[config.mk]
export PLATFORM = sky130hd
export DESIGN_NAME = bit_run_length_encoder
export DESIGN_NICKNAME = d
export VERILOG_FILES = /design/src/rtl/brle_pkg.sv /design/src/rtl/brle_front.sv /design/src/rtl/brle_queue.sv /design/src/rtl/brle_back.sv /design/src/rtl/bit_run_length_encoder.sv
export SDC_FILE = /design/constraint.sdc
export NUM_CORES = 1
export LEC_CHECK = 0
export ABC_AREA = 0
export BUFFER_PORTS_ARGS = -buffer_cell sky130_fd_sc_hd__clkbuf_2
export CORE_ASPECT_RATIO = 1.4
export CORE_MARGIN = 4
export CORE_UTILIZATION = 50
export DETAILED_ROUTE_END_ITERATION = 12
export GPL_ROUTABILITY_DRIVEN = 0
export PLACE_DENSITY = 0.69
export SYNTH_ARGS = -nofsm -noshare
export SYNTH_HDL_FRONTEND = slang
export SYNTH_SLANG_ARGS = --single-unit
[constraint.sdc]
create_clock -name clk -period 3.3 [get_ports clk]
set_clock_uncertainty 0.05 [all_clocks]
set_input_delay 0.66 -clock clk [delete_from_list [all_inputs] [get_ports clk]]
set_output_delay 0.66 -clock clk [all_outputs]
set_load 0.005 [all_outputs]
[src/rtl/brle_pkg.sv]
package brle_pkg;

    // Width of the internal run counter and of the run length field
    localparam int COUNT_W = 16;
    localparam int RUN_W   = 16;

    // Depth of the word queue between front and back
    localparam int QDEPTH  = 4;
    localparam int QPTR_W  = $clog2(QDEPTH);
    localparam int QCNT_W  = $clog2(QDEPTH + 1);

    localparam logic [COUNT_W-1:0] COUNT_MAX = '1;
    localparam logic [RUN_W-1:0]   RUN_MAX   = '1;

    typedef struct packed {
        logic [7:0] data_byte;
        logic       last_byte;
    } pixel_word_t;

    typedef struct packed {
        logic [RUN_W-1:0] run_length;
        logic             run_of_ones;
        logic             last_run;
    } run_word_t;

    // One classified byte: pixels, value changes (bit 7 against the open run,
    // bit i<7 against bit i+1), length of the first run it closes, length of
    // the run left open at its end, and the final-byte mark
    typedef struct packed {
        logic [7:0]       pixels;
        logic [7:0]       edges;
        logic [RUN_W-1:0] first_len;
        logic [RUN_W-1:0] tail_len;
        logic             last;
    } entry_t;

    typedef struct packed {
        logic full;
        logic not_empty;
    } q_status_t;

endpackage

[src/rtl/brle_front.sv]
module brle_front (
    input  logic                    clk,
    input  logic                    rst_n,
    input  logic                    pixel_valid,
    input  brle_pkg::pixel_word_t   pixel_word,
    output logic                    pixel_stall,
    input  brle_pkg::q_status_t     q_status,
    output logic                    push,
    output brle_pkg::entry_t        entry
);
    import brle_pkg::*;

    logic               value_reg, value_next;
    logic [COUNT_W-1:0] count_reg, count_next;

    logic [7:0]         edges;
    logic [2:0]         hi_pos;
    logic [2:0]         lo_pos;
    logic [2:0]         lead;
    logic [COUNT_W-1:0] first_count;
    logic [COUNT_W-1:0] tail_count;
    logic               accept;

    // saturating add of the open count and a small step
    function automatic logic [COUNT_W-1:0] sat_add(input logic [COUNT_W-1:0] c,
                                                   input logic [3:0] step);
        logic [COUNT_W:0] s;
        s = {1'b0, c} + (COUNT_W+1)'(step);
        if (s > {1'b0, COUNT_MAX})
            return COUNT_MAX;
        else
            return s[COUNT_W-1:0];
    endfunction

    // clip the counter to the run length field
    function automatic logic [RUN_W-1:0] clip_len(input logic [COUNT_W-1:0] c);
        logic [COUNT_W+RUN_W-1:0] c_ext;
        c_ext = (COUNT_W+RUN_W)'(c);
        if (c_ext > (COUNT_W+RUN_W)'(RUN_MAX))
            return RUN_MAX;
        else
            return c_ext[RUN_W-1:0];
    endfunction

    // value changes inside the byte and against the open run
    always_comb
    begin
        edges[7] = pixel_word.data_byte[7] ^ value_reg;
        for (int i = 0; i < 7; i++)
        begin
            edges[i] = pixel_word.data_byte[i] ^ pixel_word.data_byte[i+1];
        end
    end

    // first and last change positions
    always_comb
    begin
        hi_pos = 3'd0;
        lo_pos = 3'd0;
        for (int i = 0; i < 8; i++)
        begin
            if (edges[i])
                hi_pos = 3'(i);
        end
        for (int i = 7; i >= 0; i--)
        begin
            if (edges[i])
                lo_pos = 3'(i);
        end
    end

    always_comb
    begin
        lead        = 3'd7 - hi_pos;
        first_count = sat_add(count_reg, {1'b0, lead});
        if (|edges)
            tail_count = COUNT_W'(lo_pos) + COUNT_W'(1);
        else
            tail_count = sat_add(count_reg, 4'd8);
    end

    assign accept      = pixel_valid && !q_status.full;
    assign pixel_stall = q_status.full;
    assign push        = accept && ((|edges) || pixel_word.last_byte);

    always_comb
    begin
        entry.pixels    = pixel_word.data_byte;
        entry.edges     = edges;
        entry.first_len = clip_len(first_count);
        entry.tail_len  = clip_len(tail_count);
        entry.last      = pixel_word.last_byte;
    end

    // run state; the final byte returns it to reset
    always_comb
    begin
        value_next = value_reg;
        count_next = count_reg;
        if (accept)
        begin
            if (pixel_word.last_byte)
            begin
                value_next = 1'b1;
                count_next = '0;
            end
            else
            begin
                value_next = pixel_word.data_byte[0];
                count_next = tail_count;
            end
        end
    end

    always_ff @(posedge clk or negedge rst_n)
    begin
        if (!rst_n)
        begin
            value_reg <= 1'b1;
            count_reg <= '0;
        end
        else
        begin
            value_reg <= value_next;
            count_reg <= count_next;
        end
    end

endmodule

[src/rtl/brle_queue.sv]
module brle_queue (
    input  logic                clk,
    input  logic                rst_n,
    input  logic                push,
    input  brle_pkg::entry_t    entry,
    input  logic                pop,
    output brle_pkg::q_status_t q_status,
    output brle_pkg::entry_t    head
);
    import brle_pkg::*;

    entry_t             mem_reg [QDEPTH];
    logic [QPTR_W-1:0]  wr_ptr_reg, wr_ptr_next;
    logic [QPTR_W-1:0]  rd_ptr_reg, rd_ptr_next;
    logic [QCNT_W-1:0]  cnt_reg, cnt_next;

    function automatic logic [QPTR_W-1:0] ptr_inc(input logic [QPTR_W-1:0] p);
        if (p == QPTR_W'(QDEPTH - 1))
            return '0;
        else
            return p + QPTR_W'(1);
    endfunction

    assign q_status.full      = (cnt_reg == QCNT_W'(QDEPTH));
    assign q_status.not_empty = (cnt_reg != '0);
    assign head               = mem_reg[rd_ptr_reg];

    // pointer and fill count
    always_comb
    begin
        wr_ptr_next = push ? ptr_inc(wr_ptr_reg) : wr_ptr_reg;
        rd_ptr_next = pop  ? ptr_inc(rd_ptr_reg) : rd_ptr_reg;
        cnt_next    = cnt_reg;
        if (push && !pop)
            cnt_next = cnt_reg + QCNT_W'(1);
        else if (pop && !push)
            cnt_next = cnt_reg - QCNT_W'(1);
    end

    always_ff @(posedge clk or negedge rst_n)
    begin
        if (!rst_n)
        begin
            wr_ptr_reg <= '0;
            rd_ptr_reg <= '0;
            cnt_reg    <= '0;
        end
        else
        begin
            wr_ptr_reg <= wr_ptr_next;
            rd_ptr_reg <= rd_ptr_next;
            cnt_reg    <= cnt_next;
        end
    end

    // storage
    always_ff @(posedge clk)
    begin
        if (push)
            mem_reg[wr_ptr_reg] <= entry;
    end

endmodule

[src/rtl/brle_back.sv]
module brle_back (
    input  logic                clk,
    input  logic                rst_n,
    input  brle_pkg::q_status_t q_status,
    input  brle_pkg::entry_t    head,
    output logic                pop,
    output logic                run_valid,
    input  logic                run_stall,
    output brle_pkg::run_word_t run_word
);
    import brle_pkg::*;

    logic        first_reg, first_next;
    logic [7:0]  rem_reg, rem_next;
    logic [2:0]  prev_reg, prev_next;
    logic        out_valid_reg, out_valid_next;
    run_word_t   out_word_reg, out_word_next;

    logic [7:0]  rem;
    logic [2:0]  pos;
    logic        done;
    logic        load;

    // changes still to be turned into runs for the head word
    assign rem = first_reg ? head.edges : rem_reg;

    always_comb
    begin
        pos = 3'd0;
        for (int i = 0; i < 8; i++)
        begin
            if (rem[i])
                pos = 3'(i);
        end
    end

    assign load = q_status.not_empty && (!out_valid_reg || !run_stall);

    // next run of the head word
    always_comb
    begin
        rem_next  = rem;
        prev_next = prev_reg;
        if (|rem)
        begin
            if (first_reg)
                out_word_next.run_length = head.first_len;
            else
                out_word_next.run_length = RUN_W'(prev_reg - pos);
            out_word_next.run_of_ones = ~head.pixels[pos];
            out_word_next.last_run    = 1'b0;
            rem_next                  = rem & ~(8'b1 << pos);
            prev_next                 = pos;
            done                      = (rem_next == '0) && !head.last;
        end
        else
        begin
            out_word_next.run_length  = head.tail_len;
            out_word_next.run_of_ones = head.pixels[0];
            out_word_next.last_run    = 1'b1;
            done                      = 1'b1;
        end
    end

    assign pop = load && done;

    always_comb
    begin
        first_next     = first_reg;
        out_valid_next = out_valid_reg;
        if (load)
        begin
            first_next     = done;
            out_valid_next = 1'b1;
        end
        else if (!run_stall)
            out_valid_next = 1'b0;
    end

    always_ff @(posedge clk or negedge rst_n)
    begin
        if (!rst_n)
        begin
            first_reg     <= 1'b1;
            out_valid_reg <= 1'b0;
        end
        else
        begin
            first_reg     <= first_next;
            out_valid_reg <= out_valid_next;
        end
    end

    // output word and walk position
    always_ff @(posedge clk)
    begin
        if (load)
        begin
            out_word_reg <= out_word_next;
            rem_reg      <= rem_next;
            prev_reg     <= prev_next;
        end
    end

    assign run_valid = out_valid_reg;
    assign run_word  = out_word_reg;

endmodule

[src/rtl/bit_run_length_encoder.sv]
// Binary run-length encoder for packed black-and-white pixel bytes.
// Pixel channel: pixel_valid / pixel_stall / pixel_word carry one byte per
// word, bit 7 first, with last_byte marking the final byte of an image.
// Run channel: run_valid / run_stall / run_word carry one finished run per
// word: its length (saturating), whether it counted ones, and the final mark.
// Runs alternate starting with ones; an image opening with a zero gives a
// ones run of length zero first.
// The first run of a byte passes through the queue storage and then the
// output word register. The front classifies a byte combinationally and
// takes one byte every cycle while the four-word queue has room; the back
// emits one run per cycle while the receiver does not stall, so a byte
// holds the back until the runs it closes are out; sustained rate is
// set by the total run count. Bytes closing no run never enter the queue.
// Reset clears the run state (current value one, count zero), empties the
// queue and drops any pending run word. While the receiver stalls, the run
// word holds; the queue keeps filling and pixel_stall rises when it is full.
module bit_run_length_encoder (
    input  logic                  clk,
    input  logic                  rst_n,
    input  logic                  pixel_valid,
    output logic                  pixel_stall,
    input  brle_pkg::pixel_word_t pixel_word,
    output logic                  run_valid,
    input  logic                  run_stall,
    output brle_pkg::run_word_t   run_word
);
    import brle_pkg::*;

    q_status_t q_status;
    entry_t    entry;
    entry_t    head;
    logic      push;
    logic      pop;

    brle_front u_front (
        .clk         (clk),
        .rst_n       (rst_n),
        .pixel_valid (pixel_valid),
        .pixel_word  (pixel_word),
        .pixel_stall (pixel_stall),
        .q_status    (q_status),
        .push        (push),
        .entry       (entry)
    );

    brle_queue u_queue (
        .clk      (clk),
        .rst_n    (rst_n),
        .push     (push),
        .entry    (entry),
        .pop      (pop),
        .q_status (q_status),
        .head     (head)
    );

    brle_back u_back (
        .clk       (clk),
        .rst_n     (rst_n),
        .q_status  (q_status),
        .head      (head),
        .pop       (pop),
        .run_valid (run_valid),
        .run_stall (run_stall),
        .run_word  (run_word)
    );

endmodule

==> impl_metrics.csv, run 1 <==
group,metric,value,unit
flow_run,maxCapViolCount,0,
cells_and_area,layout.nets,807,
logic_synthesis,syn_avg_cell_area,16.1,µm²
logic_synthesis,synth_warnings,0,
floorplanning,chipWidth,133,µm
route,wl_per_cell,21.3,µm
power,leakagePower,4.60,nW
logic_synthesis,dominantRegCellSynth,"edfxtp_1",
floorplanning,core_area,0.0218,mm²
critical_path,path_max_fanout,13,
global_route,grt_use_total,19.2,%
power,power.density,882,mW/mm²
cts,clock_path_buffers,3,
global_route,grt.overflow.total,0,
cts,clk_pin_slew,0.07,ns
timing,period_share,97.0,%
cells_and_area,syn_to_final_growth,16.4,%
timing,fin_hold_ws,0.167,ns
critical_path,critPathLaunch,"u_queue.rd_ptr_reg[0]",
critical_path,crit_path_end_kind,"flip-flop",
cells_and_area,fillers,1640,
logic_synthesis,synth_seq_area_share,67.2,%
critical_path,rr_startpoint,"u_queue.rd_ptr_reg[0]",
critical_path,cp.arrival,3.48,ns
critical_path,r2r_setup_slack,0.1,ns
cells_and_area,final_core_util,58.9,%
cts,holdBufCountCts,0,
cells_and_area,final_cell_mix,"225 x edfxtp_1, 56 x buf_4, 50 x a21oi_1, 46 x nor2_1, 42 x mux4_2",
cells_and_area,final_common_cell,"edfxtp_1",
cts,cts_root_buf,"clkbuf_16",
global_route,antenna_found_initial,0,
cts,cts_tree,"yes",
floorplanning,die-area,0.0245,mm²
power,ir_drop,0.468,mV
timing,finalHoldViolCount,0,
route,detail-route-antenna-nets,0,
route,vias,6221,
cts,cts_made_buffers,23,
logic_synthesis,synth_area,0.0110,mm²
floorplanning,rows,64,
cells_and_area,largest_register_ffs,196,
logic_synthesis,synth_edf_count,225,
place,post-place-ws,-0.115,ns
timing,tightest_slew,1.28,ns
floorplanning,start_util,50.6,%
route,drt_iter0_markers,487,
worst_hold_path,hold_class,"in -> async",
place,dp_hpwl,15500,µm
cells_and_area,finalNonFillerCells,1090,
route,viasPerCell,5.71,
timing,min_period,3.20,ns
cells_and_area,layout-drive-gt1-share,28.4,%
timing,slew_viol_final,0,
route,wl,23200,µm
place,port_buffers,32,
logic_synthesis,synth_cell_types,72,
floorplanning,die_h,184,µm
logic_synthesis,synth_seq_cells,251,
cts,cts.sinks,251,
cts,cts.htree.levels,1,
route,dr.pass1.iters,5,
logic_synthesis,synth_nets,717,
outcome,status,"finished, final reports clean",
global_route,first_global_vias,6385,
timing,setup-violations-final,0,
timing,fin_ws,0.0983,ns
timing,relSlewSlack,14.5,%
route,drc,0,
floorplanning,ioPinCount,33,
power,power.total,11.3,mW
critical_path,required,3.58,ns
place,placed_cells,1037,
global_route,grt_pass1_wl,36600,µm
cells_and_area,antenna_cells,0,
logic_synthesis,syn_inst,686,
global_route,grt_max_degree,41,
cts,clk_latency,0.51,ns
timing,max_freq,0.312,GHz
logic_synthesis,synth_async_sr_flop_share,10.4,%
critical_path,critPathKind,"reg -> reg",
critical_path,start_kind,"flip-flop",
path summary, 6_finish.rpt:
check	end	cells past startpoint
hold reg to reg	u_back.run_valid	2
hold / removal	u_queue.wr_ptr_reg[1]	1
setup / recovery	u_back.run_word[14]	12
min in group clk	u_back.run_valid	3
setup reg to reg	u_back.run_word[14]	12
max in group asynchronous	u_queue.rd_ptr_reg[0]	1
cells in the mapped netlist (13+ instances only):
master    number  share of area, %
edfxtp_1     225                61
a21oi_1       50               2.3
nor2_1        47               1.6
mux4_2        42               8.6
nand2_1       33               1.1
dfrtp_1       24               5.5
mux2i_1       20               1.8
clkbuf_1      19              0.65
xor2_1        16               1.3
a22o_1        15               1.2
ha_1          15               1.7
nand2b_1      15              0.85
nand3_1       14              0.64
xnor2_1       14               1.1
inv_1         13              0.44
timing repair:
item	CTS	global route
resized for setup	3	15
setup endpoints to repair	14	15
setup buffers	0	11
pin swaps	0	5
kinds of logic (layout without fill, tap and decap cells):
| kind of cell | after synthesis | after routing | share of synthesized area [%] |
|---|---|---|---|
| DFF | 251 | 251 | 67.2 |
| buffers and inverters | 48 | 155 | 2.12 |
| other | 1 | 1 | 0.0340 |
| and+or+nand+nor | 151 | 151 | 6.86 |
| xor gates and xnor gates | 30 | 30 | 2.38 |
| muxes | 72 | 72 | 11.5 |
| adders and majority gates | 18 | 18 | 2.25 |
| AOI/OAI and AO/OA | 115 | 115 | 7.56 |
critical path, stage by stage, from the launching register on:
cell and delay, ns:
dfrtp_4 0.49, buf_12 0.16, mux2i_1 0.33, o221a_1 0.33, buf_4 0.14, nand2b_1 0.08
a21boi_2 0.18, ha_1 0.25, a21o_1 0.18, a211oi_2 0.31, buf_6 0.23, a21oi_1 0.06
a21oi_1 0.23
area by class of cell:
type	count	area (µm²)	share of cell area [%]
Sequential cell	251	7420	57.8
Clock buffer	26	597	4.65
Tap cell	297	372	2.90
Clock inverter	16	164	1.28
Inverter	15	56.3	0.439
Timing Repair Buffer	98	759	5.92
Multi-Input combinational cell	387	3470	27.0
power breakdown:
| group | internal [mW] | leakage, nW | switching, mW |
|---|---|---|---|
| Sequential | 4.44 | 2.45 | 0.273 |
| Clock | 1.54 | 0.376 | 1.11 |
| Combinational | 1.81 | 1.77 | 2.13 |
through the flow:
step | TNS [ns] | cell area, µm²
floorplan | 0 | 11000
global placement | -0.161 | 11900
detailed placement | -0.457 | 11900
CTS | 0 | 12700
global route | -0.0672 | 12800
finish | 0 | 12800
metal layers:
layer	part of all wire, %	track usage (%)	vias up
met5	0	0	-
met4	2.3	4.90	0
met3	4.0	2.16	36
met2	54	34.3	177
met1	40	25.2	3158
li1	-	-	2850
No activity file was read; power rests on OpenSTA's default activity.
==> run 2: changes to the inputs <==
- PLACE_DENSITY: 0.69 -> 0.66
- REMOVE_ABC_BUFFERS: not set -> 1
- clock period: 3.3 -> 3.9 ns (I/O delays scaled with it)
==> impl_metrics.csv, run 2 (same netlist as run 1, synthesis figures left out) <==
group,metric,value,unit
timing,rsz0062_at_grt,"no",
cts,clk_pin_slew,0.06,ns
timing,tightest_slew,0.854,ns
flow_run,maxCapViolCount,0,
route,wl_per_cell,21.5,µm
route,drt_iter0_markers,426,
floorplanning,rows,64,
timing,relSlewSlack,43.1,%
cts,postCtsSetupBuffers,0,
critical_path,start_kind,"flip-flop",
cells_and_area,antenna_cells,0,
cells_and_area,final_common_cell,"edfxtp_1",
cts,cts_made_buffers,25,
timing,min_period,3.52,ns
critical_path,r2r_setup_slack,0.38,ns
cts,cts_root_buf,"clkbuf_16",
route,dr.pass1.iters,5,
route,wl,22600,µm
global_route,grt_max_degree,50,
floorplanning,start_util,50.6,%
route,detail-route-antenna-nets,0,
global_route,grt_pass1_wl,36300,µm
place,dp_hpwl,14600,µm
floorplanning,die_h,184,µm
worst_hold_path,hold_class,"in -> async",
power,power.density,740,mW/mm²
timing,max_freq,0.284,GHz
critical_path,r2r_cells,10,
critical_path,critPathKind,"reg -> reg",
cts,clock_path_buffers,3,
cells_and_area,layout-drive-gt1-share,22.9,%
cells_and_area,fin_area,0.0125,mm²
cells_and_area,fillers,1732,
place,post-place-ws,0.149,ns
power,leakagePower,4.40,nW
place,placed_area,0.0116,mm²
cells_and_area,largest_register_ffs,196,
critical_path,cp.arrival,3.86,ns
cells_and_area,syn_to_final_growth,13.0,%
global_route,grt.overflow.total,0,
cells_and_area,final_cell_mix,"225 x edfxtp_1, 50 x a21oi_1, 47 x nor2_1, 42 x mux4_2, 33 x nand2_1",
global_route,first_global_vias,6561,
global_route,antenna_found_initial,0,
outcome,status,"finished, final reports clean",
route,viasPerCell,5.72,
cts,cts_resized,0,
critical_path,required,4.24,ns
cts,cts.htree.levels,1,
timing,slew_viol_final,0,
floorplanning,ioPinCount,33,
route,vias,6013,
global_route,grt_use_total,19.0,%
floorplanning,die-area,0.0245,mm²
timing,fin_ws,0.381,ns
cts,cts.sinks,251,
floorplanning,chipWidth,133,µm
place,port_buffers,32,
critical_path,rr_startpoint,"u_queue.rd_ptr_reg[0]",
critical_path,reg2reg_to,"u_queue.cnt_reg[1]",
cells_and_area,layout.nets,768,
timing,period_share,90.2,%
timing,setup-violations-final,0,
cts,cts_tree,"yes",
route,drc,0,
cts,holdBufCountCts,0,
timing,finalHoldViolCount,0,
critical_path,path_max_fanout,15,
cts,clk_latency,0.51,ns
critical_path,crit_path_end_kind,"flip-flop",
floorplanning,core_area,0.0218,mm²
power,ir_drop,0.322,mV
## run 2: cell count changes in the layout (fill, tap and decap cells not counted), sizes merged
cell	before	now
clkbuf	59	68
buf	65	25
inv	17	15
clkinv	11	6
## run 2: report_power, final
| part | leakage (nW) | internal [mW] | switching (mW) |
|---|---|---|---|
| clock network | 0.406 | 1.45 | 0.945 |
| logic | 1.55 | 1.21 | 1.62 |
| registers | 2.45 | 3.75 | 0.237 |
## run 2: routing by layer
metal | global-route usage [%] | routed length [µm] | up-vias | share of wire, %
li1 | - | - | 2759 | -
met1 | 23.9 | 9030 | 3072 | 40
met2 | 35.2 | 12300 | 150 | 54
met4 | 4.94 | 395 | 0 | 1.7
met3 | 2.14 | 873 | 32 | 3.9
met5 | 0 | 0 | - | 0
## run 2: stage by stage
| stage | power (mW) | hold slack [ns] | TNS (ns) | std cells | utilization (%) |
|---|---|---|---|---|---|
| floorplan | 5.94 | 0.406 | -25.67 | 653 | - |
| global placement | 6.83 | 0.418 | 0 | 1007 | 53.4 |
| detailed placement | 6.92 | 0.431 | 0 | 1007 | 53.4 |
| CTS | 9.34 | 0.281 | 0 | 1052 | 57.2 |
| global route | 9.75 | 0.320 | 0 | 1052 | 57.2 |
| finish | 9.22 | 0.276 | 0 | 1052 | 57.2 |
## run 2: critical path, cell delays in order, from the launching register on
cell	delay, ns
dfrtp_4	0.60
nand2b_1	0.26
o221ai_1	0.45
nor2b_2	0.39
o2111ai_1	0.20
o22ai_2	0.26
o211ai_4	0.18
ha_1	0.26
inv_1	0.08
fa_1	0.42
mux2_2	0.27
## run 2: how the worst max path moves through the flow
stage | startpoint | endpoint | cells past startpoint
floorplan | u_queue.rd_ptr_reg[0] | u_queue.cnt_reg[1] | 10
global placement | pixel_word[2] | u_queue.mem_reg[0][20] | 11
detailed placement | pixel_word[3] | u_queue.mem_reg[0][20] | 11
CTS | u_queue.rd_ptr_reg[0] | u_queue.cnt_reg[2] | 12
global route | u_queue.rd_ptr_reg[0] | u_back.run_word[4] | 10
finish | u_queue.rd_ptr_reg[0] | u_queue.cnt_reg[1] | 10
## run 2: cell type report
class | count | area, µm² | area share (%)
Clock buffer | 36 | 707 | 5.68
Clock inverter | 9 | 121 | 0.974
Inverter | 15 | 56.3 | 0.452
Multi-Input combinational cell | 387 | 3390 | 27.2
Sequential cell | 251 | 7410 | 59.5
Tap cell | 297 | 372 | 2.98
Timing Repair Buffer | 57 | 398 | 3.19
